==> config.mk <==
export PLATFORM = sky130hd
export DESIGN_NAME = ascii_u64_number_parser
export DESIGN_NICKNAME = d
export VERILOG_FILES = /design/src/sv/asc_pkg.sv /design/src/sv/asc_parse.sv /design/src/sv/ascii_u64_number_parser.sv
export SDC_FILE = /design/constraint.sdc
export NUM_CORES = 1
export LEC_CHECK = 0
export BUFFER_PORTS_ARGS = -buffer_cell sky130_fd_sc_hd__buf_2
export CORE_MARGIN = 4
export CORE_UTILIZATION = 63
export CTS_CLUSTER_DIAMETER = 120
export CTS_CLUSTER_SIZE = 10
export DETAILED_ROUTE_END_ITERATION = 6
export PLACE_DENSITY = 0.81
export SYNTH_ARGS = -nofsm -noshare
export SYNTH_HDL_FRONTEND = slang
export SYNTH_SLANG_ARGS = --single-unit
==> constraint.sdc <==
create_clock -name clock -period 6.6 [get_ports clock]
set_clock_uncertainty 0.1 [all_clocks]
set_input_delay 1.32 -clock clock [delete_from_list [all_inputs] [get_ports clock]]
set_output_delay 1.32 -clock clock [all_outputs]
set_load 0.005 [all_outputs]
==> src/sv/asc_pkg.sv <==
// ----------------------------------------------------------------------------
// asc_pkg
// Shared types, character codes and helpers for the ASCII number parser.
// ----------------------------------------------------------------------------
package asc_pkg;

   localparam int unsigned CharW   = 8;
   localparam int unsigned NumW    = 64;
   localparam int unsigned DigitW  = 4;
   // product width before overflow check: value * 16 needs four extra bits
   localparam int unsigned WideW   = NumW + 4;

   // character codes
   localparam logic [CharW-1:0] ChNul   = 8'h00;
   localparam logic [CharW-1:0] ChTab   = 8'h09;
   localparam logic [CharW-1:0] ChSpace = 8'h20;
   localparam logic [CharW-1:0] ChZero  = 8'h30;
   localparam logic [CharW-1:0] ChNine  = 8'h39;
   localparam logic [CharW-1:0] ChUpA   = 8'h41;
   localparam logic [CharW-1:0] ChUpF   = 8'h46;
   localparam logic [CharW-1:0] ChUpX   = 8'h58;
   localparam logic [CharW-1:0] ChLoA   = 8'h61;
   localparam logic [CharW-1:0] ChLoF   = 8'h66;
   localparam logic [CharW-1:0] ChLoX   = 8'h78;

   // parse phase, one-hot
   typedef enum logic [4:0] {
      PH_LEAD  = 5'b00001,
      PH_ZERO  = 5'b00010,
      PH_DIGIT = 5'b00100,
      PH_TRAIL = 5'b01000,
      PH_ERR   = 5'b10000
   } phase_type;

   // result of a terminated text
   typedef struct packed {
      logic            ok;
      logic [NumW-1:0] number;
   } result_type;

   // digit decode in the current base
   typedef struct packed {
      logic              valid;
      logic [DigitW-1:0] value;
   } digit_type;

   function automatic logic is_blank(input logic [CharW-1:0] c);
      return (c == ChSpace) || (c == ChTab);
   endfunction

   function automatic digit_type digit_value(input logic [CharW-1:0] c,
                                             input logic              hex);
      digit_type d;
      d.valid = 1'b0;
      d.value = '0;
      if (c inside {[ChZero:ChNine]}) begin
         d.valid = 1'b1;
         d.value = DigitW'(c - ChZero);
      end else if (hex && (c inside {[ChLoA:ChLoF]})) begin
         d.valid = 1'b1;
         d.value = DigitW'(c - ChLoA + 8'd10);
      end else if (hex && (c inside {[ChUpA:ChUpF]})) begin
         d.valid = 1'b1;
         d.value = DigitW'(c - ChUpA + 8'd10);
      end
      return d;
   endfunction

endpackage

==> src/sv/asc_parse.sv <==
// ----------------------------------------------------------------------------
// asc_parse
// Parse state (phase, accumulator, base, digit flag) and its one-character
// update; gives the result for a terminator from the current state.
// ----------------------------------------------------------------------------
module asc_parse (
   input  logic                         clock,
   input  logic                         reset,
   input  logic                         step,
   input  logic [asc_pkg::CharW-1:0]    char_in,
   output asc_pkg::result_type          result
);

   asc_pkg::phase_type             phase_ff,  phase_in;
   logic [asc_pkg::NumW-1:0]       accum_ff,  accum_in;
   logic                           hex_ff,    hex_in;
   logic                           seen_ff,   seen_in;

   asc_pkg::digit_type             dig;
   logic [asc_pkg::WideW-1:0]      acc_wide;
   logic [asc_pkg::WideW-1:0]      scaled;
   logic [asc_pkg::WideW-1:0]      sum;
   logic                           overflow;
   logic                           blank;
   logic                           good;

   // digit decode and accumulate with overflow check (shift-add, no multiplier)
   always_comb begin
      dig      = asc_pkg::digit_value(char_in, hex_ff);
      blank    = asc_pkg::is_blank(char_in);
      acc_wide = {4'b0000, accum_ff};
      if (hex_ff) begin
         scaled = acc_wide << 4;
      end else begin
         scaled = (acc_wide << 3) + (acc_wide << 1);
      end
      sum      = scaled + {{(asc_pkg::WideW-asc_pkg::DigitW){1'b0}}, dig.value};
      overflow = |sum[asc_pkg::WideW-1:asc_pkg::NumW];
   end

   // next state for one character
   always_comb begin
      phase_in = phase_ff;
      accum_in = accum_ff;
      hex_in   = hex_ff;
      seen_in  = seen_ff;
      if (char_in == asc_pkg::ChNul) begin
         phase_in = asc_pkg::PH_LEAD;
         accum_in = '0;
         hex_in   = 1'b0;
         seen_in  = 1'b0;
      end else begin
         case (phase_ff)
            asc_pkg::PH_LEAD,
            asc_pkg::PH_ZERO,
            asc_pkg::PH_DIGIT: begin
               if ((phase_ff == asc_pkg::PH_LEAD) && blank) begin
                  phase_in = asc_pkg::PH_LEAD;
               end else if ((phase_ff == asc_pkg::PH_LEAD) && (char_in == asc_pkg::ChZero)) begin
                  phase_in = asc_pkg::PH_ZERO;
                  accum_in = '0;
                  seen_in  = 1'b1;
               end else if ((phase_ff == asc_pkg::PH_ZERO) &&
                            ((char_in == asc_pkg::ChLoX) || (char_in == asc_pkg::ChUpX))) begin
                  phase_in = asc_pkg::PH_DIGIT;
                  hex_in   = 1'b1;
                  seen_in  = 1'b0;
                  accum_in = '0;
               end else if (blank) begin
                  phase_in = asc_pkg::PH_TRAIL;
               end else if (!dig.valid || overflow) begin
                  phase_in = asc_pkg::PH_ERR;
               end else begin
                  phase_in = asc_pkg::PH_DIGIT;
                  accum_in = sum[asc_pkg::NumW-1:0];
                  seen_in  = 1'b1;
               end
            end
            asc_pkg::PH_TRAIL: begin
               if (!blank) begin
                  phase_in = asc_pkg::PH_ERR;
               end
            end
            default: begin
               phase_in = asc_pkg::PH_ERR;
            end
         endcase
      end
   end

   // state registers
   always_ff @(posedge clock) begin
      if (reset) begin
         phase_ff <= asc_pkg::PH_LEAD;
         accum_ff <= '0;
         hex_ff   <= 1'b0;
         seen_ff  <= 1'b0;
      end else if (step) begin
         phase_ff <= phase_in;
         accum_ff <= accum_in;
         hex_ff   <= hex_in;
         seen_ff  <= seen_in;
      end
   end

   // result seen by a terminator
   always_comb begin
      good          = seen_ff && ((phase_ff == asc_pkg::PH_LEAD) ||
                                  (phase_ff == asc_pkg::PH_ZERO) ||
                                  (phase_ff == asc_pkg::PH_DIGIT) ||
                                  (phase_ff == asc_pkg::PH_TRAIL));
      result.ok     = good;
      result.number = good ? accum_ff : '0;
   end

endmodule

==> src/sv/ascii_u64_number_parser.sv <==
// ----------------------------------------------------------------------------
// ascii_u64_number_parser
// Parses a byte stream of ASCII text into an unsigned 64-bit number, decimal
// or 0x-prefixed hex; one result per zero-byte terminator.
// ----------------------------------------------------------------------------
//
//   channel  | ports                            | direction
//   ---------+----------------------------------+----------
//   request  | req_valid, req_stall, req_char_in| in
//   response | rsp_valid, rsp_stall, rsp_ok,    | out
//            | rsp_number                       |
//
// One character per cycle unless a terminator waits on a stalled response.
// A character is registered on accept and applied to the parse state as it
// leaves the input reg; a terminator's result then loads the rsp_ regs.
// Synchronous reset returns to the leading-whitespace phase with no result.
// A stalled response holds back only a terminator waiting behind it; other
// characters keep flowing while the result waits.
// ----------------------------------------------------------------------------
module ascii_u64_number_parser (
   input  logic                       clock,
   input  logic                       reset,
   input  logic                       req_valid,
   output logic                       req_stall,
   input  logic [asc_pkg::CharW-1:0]  req_char_in,
   output logic                       rsp_valid,
   input  logic                       rsp_stall,
   output logic                       rsp_ok,
   output logic [asc_pkg::NumW-1:0]   rsp_number
);

   logic                        in_valid_ff, in_valid_in;
   logic [asc_pkg::CharW-1:0]   char_ff,     char_in;
   logic                        rsp_valid_ff, rsp_valid_in;
   logic                        rsp_ok_ff,    rsp_ok_in;
   logic [asc_pkg::NumW-1:0]    rsp_number_ff, rsp_number_in;

   logic                        is_term;
   logic                        out_free;
   logic                        advance;
   logic                        accept;
   asc_pkg::result_type         result;

   // handshake control
   always_comb begin
      is_term   = (char_ff == asc_pkg::ChNul);
      out_free  = !rsp_valid_ff || !rsp_stall;
      advance   = in_valid_ff && (!is_term || out_free);
      req_stall = in_valid_ff && !advance;
      accept    = req_valid && !req_stall;
   end

   // input register
   always_comb begin
      in_valid_in = in_valid_ff;
      char_in     = char_ff;
      if (accept) begin
         in_valid_in = 1'b1;
         char_in     = req_char_in;
      end else if (advance) begin
         in_valid_in = 1'b0;
      end
   end

   always_ff @(posedge clock) begin
      if (reset) begin
         in_valid_ff <= 1'b0;
      end else begin
         in_valid_ff <= in_valid_in;
      end
      char_ff <= char_in;
   end

   // parse state and step logic
   asc_parse u_parse (
      .clock   (clock),
      .reset   (reset),
      .step    (advance),
      .char_in (char_ff),
      .result  (result)
   );

   // result register
   always_comb begin
      rsp_valid_in  = rsp_valid_ff;
      rsp_ok_in     = rsp_ok_ff;
      rsp_number_in = rsp_number_ff;
      if (advance && is_term) begin
         rsp_valid_in  = 1'b1;
         rsp_ok_in     = result.ok;
         rsp_number_in = result.number;
      end else if (!rsp_stall) begin
         rsp_valid_in  = 1'b0;
      end
   end

   always_ff @(posedge clock) begin
      if (reset) begin
         rsp_valid_ff <= 1'b0;
      end else begin
         rsp_valid_ff <= rsp_valid_in;
      end
      rsp_ok_ff     <= rsp_ok_in;
      rsp_number_ff <= rsp_number_in;
   end

   assign rsp_valid  = rsp_valid_ff;
   assign rsp_ok     = rsp_ok_ff;
   assign rsp_number = rsp_number_ff;

   // a failed parse reports a zero value
   a_fail_zero: assert property (@(posedge clock) disable iff (reset)
      rsp_valid_ff && !rsp_ok_ff |-> rsp_number_ff == '0)
      else $error("failed result carries nonzero number");

   // a terminator never overwrites a result that is still stalled
   a_no_overwrite: assert property (@(posedge clock) disable iff (reset)
      rsp_valid_ff && rsp_stall && in_valid_ff && is_term |-> !advance)
      else $error("pending result overwritten");

   // a stalled result keeps its contents
   a_hold: assert property (@(posedge clock) disable iff (reset)
      rsp_valid_ff && rsp_stall |=> rsp_valid_ff && $stable(rsp_number_ff)
                                    && $stable(rsp_ok_ff))
      else $error("stalled result changed");

   // no result right after reset
   a_reset: assert property (@(posedge clock)
      $past(reset) && !reset |-> !rsp_valid_ff && !in_valid_ff)
      else $error("valid after reset");

endmodule
After elaboration in Yosys (flattened, before gate mapping)
Cells that the tools add are included.

storage, ports and cells
  register bits = 146
  bits of input ports = 12
  output and inout port bits = 67

operators by class
  add/sub/neg operators = 7
  order comparisons = 6
  equal/unequal tests = 15
  multiplexer cells = 35
  reduce and logical (&&, ||, !) cells = 36

operator list
  kind                                                                count
  2-to-1 mux 64 bit                                                   7
  adder 67 x 65 -> 68 bit                                             1
  adder 68 x 4 -> 68 bit                                              1
  2-to-1 mux 68 bit                                                   1
  2-to-1 mux 5 bit                                                    10
  == test 8 x 6 -> 1 bit (second input constant)                      2
  == test 8 x 7 -> 1 bit (second input constant)                      2
  greater-or-equal comparator 8 x 7 -> 1 bit (second input constant)  2
  <= comparator 8 x 7 -> 1 bit (second input constant)                2
  2-to-1 mux 1 bit                                                    16
  logical AND 1 bit                                                   13
  subtractor 4 x 1 -> 4 bit (second input constant)                   3
  one-hot mux 5 bit (2 select lines)                                  1
  AND reduction 5 bit                                                 2
  adder 4 bit (second input constant)                                 2
  == test 8 x 4 -> 1 bit (second input constant)                      1
  greater-or-equal comparator 8 x 6 -> 1 bit (second input constant)  1
  <= comparator 8 x 6 -> 1 bit (second input constant)                1
  logical NOT 8 bit                                                   1
  logical OR 1 bit                                                    8
  logical NOT 1 bit                                                   6
  nonzero test 2 bit                                                  3
  == test 5 x 1 -> 1 bit (second input constant)                      1
  == test 5 x 2 -> 1 bit (second input constant)                      1
  other kinds (10)                                                    11

Logic depth before layout (Yosys ltp)
  depth after elaboration = 16
  mapped depth = 25
  gate-level depth less buffers = 20

Hierarchy
A second synthesis with hierarchy kept.

unflattened totals
  cell total of the unflattened synthesis = 1603
  area, all modules = 12943.7 µm²

modules (own cells, without submodules)
  module                   times used  cells an instance  area an instance (µm²)
  asc_parse                1           1513               10597.7
  ascii_u64_number_parser  1           90                 2346.0

Worst setup path after synthesis
OpenSTA, ideal clock, no wires.

  kind = flip-flop to flip-flop
  start point = reg u_parse.hex_ff
  end point = reg u_parse.accum_ff[61] in the netlist's numbering
  library setup time = 0.068 ns
  arrival = 5.827 ns
  path slack = 0.605 ns
  stages on the path, launching flop included = 25
  clock period less this slack = 5.995 ns
  path through = dfxtp_1 -> clkbuf_1 -> clkbuf_1 -> clkbuf_1 -> clkbuf_1 -> clkbuf_1 -> buf_1 -> clkbuf_1 -> clkbuf_1 -> buf_1 -> nor2b_1 -> ha_1 -> a21o_1 -> a21oi_1 -> nor3_1 -> and2_1 -> nand4_1 -> nor3_1 -> nand3_1 -> nor4_1 -> mux2_2 -> a311oi_2 -> buf_4 -> buf_6 -> o2bb2ai_2

between the ends
  longest elaborated chain between the ends = 12
  elaborated cells on any way between the ends = 19
  those cells by class = add/sub (1); eq/ne (1); mux (11); reduce/logical (6)

RTL lines
  what                    line              text
  from (decl)             asc_parse.sv:16   logic hex_ff, hex_in;
  from (signal assigned)  asc_parse.sv:101  hex_ff <= hex_in;
  logical AND 1 bit       asc_pkg.sv:62     end else if (hex && (c inside {[ChUpA:ChUpF]})) begin
  2-to-1 mux 5 bit        asc_pkg.sv:62
  2-to-1 mux 5 bit        asc_pkg.sv:59     end else if (hex && (c inside {[ChLoA:ChLoF]})) begin
  2-to-1 mux 5 bit        asc_pkg.sv:56     if (c inside {[ChZero:ChNine]}) begin
  adder 68 x 4 -> 68 bit  asc_parse.sv:37   sum = scaled + {{(asc_pkg::WideW-asc_pkg::DigitW){1'b0}}, dig.value};
  2-to-1 mux 64 bit       asc_parse.sv:71   end else if (!dig.valid || overflow) begin
  2-to-1 mux 64 bit       asc_parse.sv:69   end else if (blank) begin
  2-to-1 mux 64 bit       asc_parse.sv:63   end else if ((phase_ff == asc_pkg::PH_ZERO) &&
  2-to-1 mux 64 bit       asc_parse.sv:59   end else if ((phase_ff == asc_pkg::PH_LEAD) && (char_in == asc_pkg::ChZero)) begin
  2-to-1 mux 64 bit       asc_parse.sv:57   if ((phase_ff == asc_pkg::PH_LEAD) && blank) begin
  2-to-1 mux 64 bit       asc_parse.sv:53   case (phase_ff)
  2-to-1 mux 64 bit       asc_parse.sv:47   if (char_in == asc_pkg::ChNul) begin
  to (signal assigned)    asc_parse.sv:100  accum_ff <= accum_in;
  to (decl)               asc_parse.sv:15   logic [asc_pkg::NumW-1:0] accum_ff, accum_in;

Parallel ways exist; a longest one is shown, timed or not. The select of a mux whose other input is x is not followed.
A chain may end at the register's enable or synchronous reset.

Final worst setup path
  start point = reg char_ff[0] in the netlist's numbering
  end point = reg u_parse.accum_ff[19] in the netlist's numbering

between the ends
  longest elaborated chain between the ends = 14
  elaborated cells on any way between the ends = 49
  those cells by class = add/sub (6); order compare (6); eq/ne (8); mux (10); reduce/logical (19)

RTL lines
  what                                                             line                           text
  from (decl)                                                      ascii_u64_number_parser.sv:33  logic [asc_pkg::CharW-1:0] char_ff, char_in;
  from (signal assigned)                                           ascii_u64_number_parser.sv:71  char_ff <= char_in;
  branches (longest 14 deep; another with adder 68 x 4 -> 68 bit)  n/a

Parallel ways; which one is timed is not known. The select of a mux whose other input is x is not followed.

==> reports/metrics.cfg <==
[setup_path]
crit_path_end_kind = flip-flop
critPathMaxStageDelay_ps = 570
cp.arrival_ps = 6320
required_ps = 6870
critPathMaxFanout = 28
crit_chain = inv_1 -> ha_1 -> nor3b_1 -> nor3_1 -> nand2_1 -> o21ai_0 -> ha_1 -> a21o_1 -> a21oi_1 -> nor3_1 -> and2_1 -> nand4_1 -> nor3_1 -> nand3_1 -> nor4_1 -> mux2_2 -> a311oi_4 -> buf_4 -> o2bb2ai_1
start_kind = flip-flop
path_class = flip-flop to flip-flop
critPathSlowestCell = nor3_1
cpMostUsedCell = nor3_1

[clocking]
clockRootBuffer = clkbuf_16
cts_tree = done
cts_hold_buf = 0
clock_path_buffers = 2
cts_resized = 0
htree_levels = 4
clk_latency_ps = 450
cts_made_buffers = 17
clock_sinks = 146
clk_pin_slew_ps = 80
cts_setup_buffers = 0

[synthesis]
avgSynthCellArea_um2 = 8.233
syn_inst = 1562
ys.flop_type = edfxtp_1
synth_seq_cells = 146
syn_area_um2 = 12860
ys_seq_area_share_pct = 28.41
synth_top_cell_by_area = edfxtp_1
async_reset_ff_share_pct = 0
synth_edf_count = 73
synth_top_cell_area_share_pct = 17.05
yosysUniqueCellTypes = 90
syn-num-nets = 1645
yosys_warnings = 0
synth.area.top_cells = edfxtp_1, dfxtp_1, ha_1

[min_path]
hold_class = flip-flop to flip-flop

[sta]
fmax_ghz = 0.1651
finalHoldViolCount = 0
min_period_ps = 6058
tightest_slew_ps = 1184
min_period_over_period_pct = 91.78
final-setup-viol-count = 0
rsz0062_at_grt = no
max-slew-margin-rel_pct = 20.96
slew_violations = 0
tns_ps = 0

[cells_and_area]
antennaDiodeCount = 0
multi_input_comb_area_um2 = 8716
area_delta_synth_final_pct = 8.494
layoutNonFillerInstCount = 1870
final_cell_mix = nand2_1, a21oi_1, and2_1, nor2_1, o21ai_0
register_area_um2 = 3657
finalNetCount = 1675
fillers = 1624
final_common_cell = nand2_1
drive_gt1_share_pct = 12.71

[routing]
finalWirelength_mm = 39.61
wire_per_inst_um = 21.18
route.detailed.drc = 0
wl_met2_mm = 18.08
wl_met3_mm = 3.719
first_iter_violations = 1541
vias_per_cell = 6.859
ant_nets = 0
vias = 12830
wl_met1_mm = 16.02
drt_pass1_iterations = 5
top_layer = met4

[floorplanning]
start_util_pct = 65.01
row_count = 51
dieArea_um2 = 22760
core_area_um2 = 19780
die_x_um = 150.9
io_pins = 79
die_h_um = 150.9

[power_and_ir_drop]
power.density_nw_per_um2 = 143.9
ir_drop_uv = 159.6
power.leakage_nw = 5.360

[place]
hpwl_mm = 29.42
io_buffers = 78
gp_congestion = 1.074
place_inst = 1838

[global_route]
grt_pass1_wl_mm = 63.44
antenna_found_initial = 0
overflow = 0
grt_pass1_vias = 12280
grt_max_degree = 81
track_usage_pct = 34.90

[flow_run]
cap_viol_max_count = 0

[outcome]
outcome = completed

[Yosys cell counts (11+ instances only)]
cell and n:
nand3_1 35, a21oi_1 116, o2bb2ai_2 30, inv_1 32
o211ai_1 23, a21o_1 25, and3_1 21, o21ai_0 85
o2bb2ai_1 19, or3_1 16, xnor2_1 55, and2_1 88
nand2_1 203, nor2_1 86, nand4_1 44, clkbuf_1 53
edfxtp_1 73, xor2_1 34, nor3_1 58, nor2b_1 11
ha_1 69, nor4_1 26, buf_2 20, and4_1 11
o31ai_1 23, mux2i_1 27, dfxtp_1 73
[layout make-up]
type	instances	share of cell area, %
clock buffers	17	3.049
flip-flops and latches	146	26.21
multi-input cells	1299	62.47
repair buffers	96	3.856
inverters	32	0.8609
well taps	265	2.376
clock inverters	15	1.175
[logic make-up after synthesis]
kind of cell	Yosys count	synth area share (%)
xor+xnor	89	6.062
buf+inv	117	3.989
flops	146	28.41
compound gates	456	25.85
simple gates	651	26.12
fa+ha+maj	71	7.025
mux	32	2.539
[power by group]
group / internal (mW) / switching, mW
registers: 0.949 / 0.00764
clock network: 0.538 / 0.463
logic: 0.0163 / 0.0330
total: 1.50 / 0.504
[layer usage]
metal | global-route usage (%) | up-vias
met3 | 7.391 | 163
li1 | - | 5937
met4 | 15.37 | 0
met5 | 0 | -
met2 | 56.04 | 731
met1 | 45.43 | 5995
[through the flow]
| step | area (um^2) | utilization [%] | hold slack, ps | total power [mW] | setup WS [ps] |
|---|---|---|---|---|---|
| CTS | 13950 | 70.53 | 391.8 | 2.009 | 654.9 |
| global route | 13950 | 70.53 | 438.3 | 2.056 | 112.1 |
| detailed placement | 13360 | 67.55 | 377.2 | 1.025 | 673.5 |
| floorplan | 12860 | - | 345.9 | 1.010 | 605.2 |
| global placement | 13360 | 67.55 | 368.2 | 1.023 | 914.2 |
| finish | 13950 | 70.53 | 398.1 | 2.007 | 542.3 |
[path summary, 6_finish.rpt]
check                                                       from                                 to  slack [ps]  cells after the start
worst max-delay path                        char_ff[0]$_DFFE_PP_  u_parse.accum_ff[19]$_SDFFE_PP0P_         540                     19
worst min-delay path            u_parse.phase_ff[3]$_SDFFE_PP0P_   u_parse.phase_ff[3]$_SDFFE_PP0P_         400                      2
worst max register to register              char_ff[0]$_DFFE_PP_  u_parse.accum_ff[19]$_SDFFE_PP0P_         540                     19
worst min register to register  u_parse.phase_ff[3]$_SDFFE_PP0P_   u_parse.phase_ff[3]$_SDFFE_PP0P_         400                      2
[worst max-delay path, delay by kind of cell, from the launching register on]
kind	cells	cell delay, ps
muxes	1	430
DFF	1	460
and+or+nand+nor	9	2880
adders and majority gates	2	470
AOI/OAI and AO/OA	5	1070
buffers and inverters	2	550
[sequential cells by signal (all words and copies together), names as in the netlist]
name and count:
u_parse.hex_ff 1, rsp_valid 1, rsp_number 64, u_parse.accum_ff 64, u_parse.seen_ff 1, in_valid_ff 1, rsp_ok 1, char_ff 8
u_parse.phase_ff 5
No activity file was read; power rests on OpenSTA's default activity.
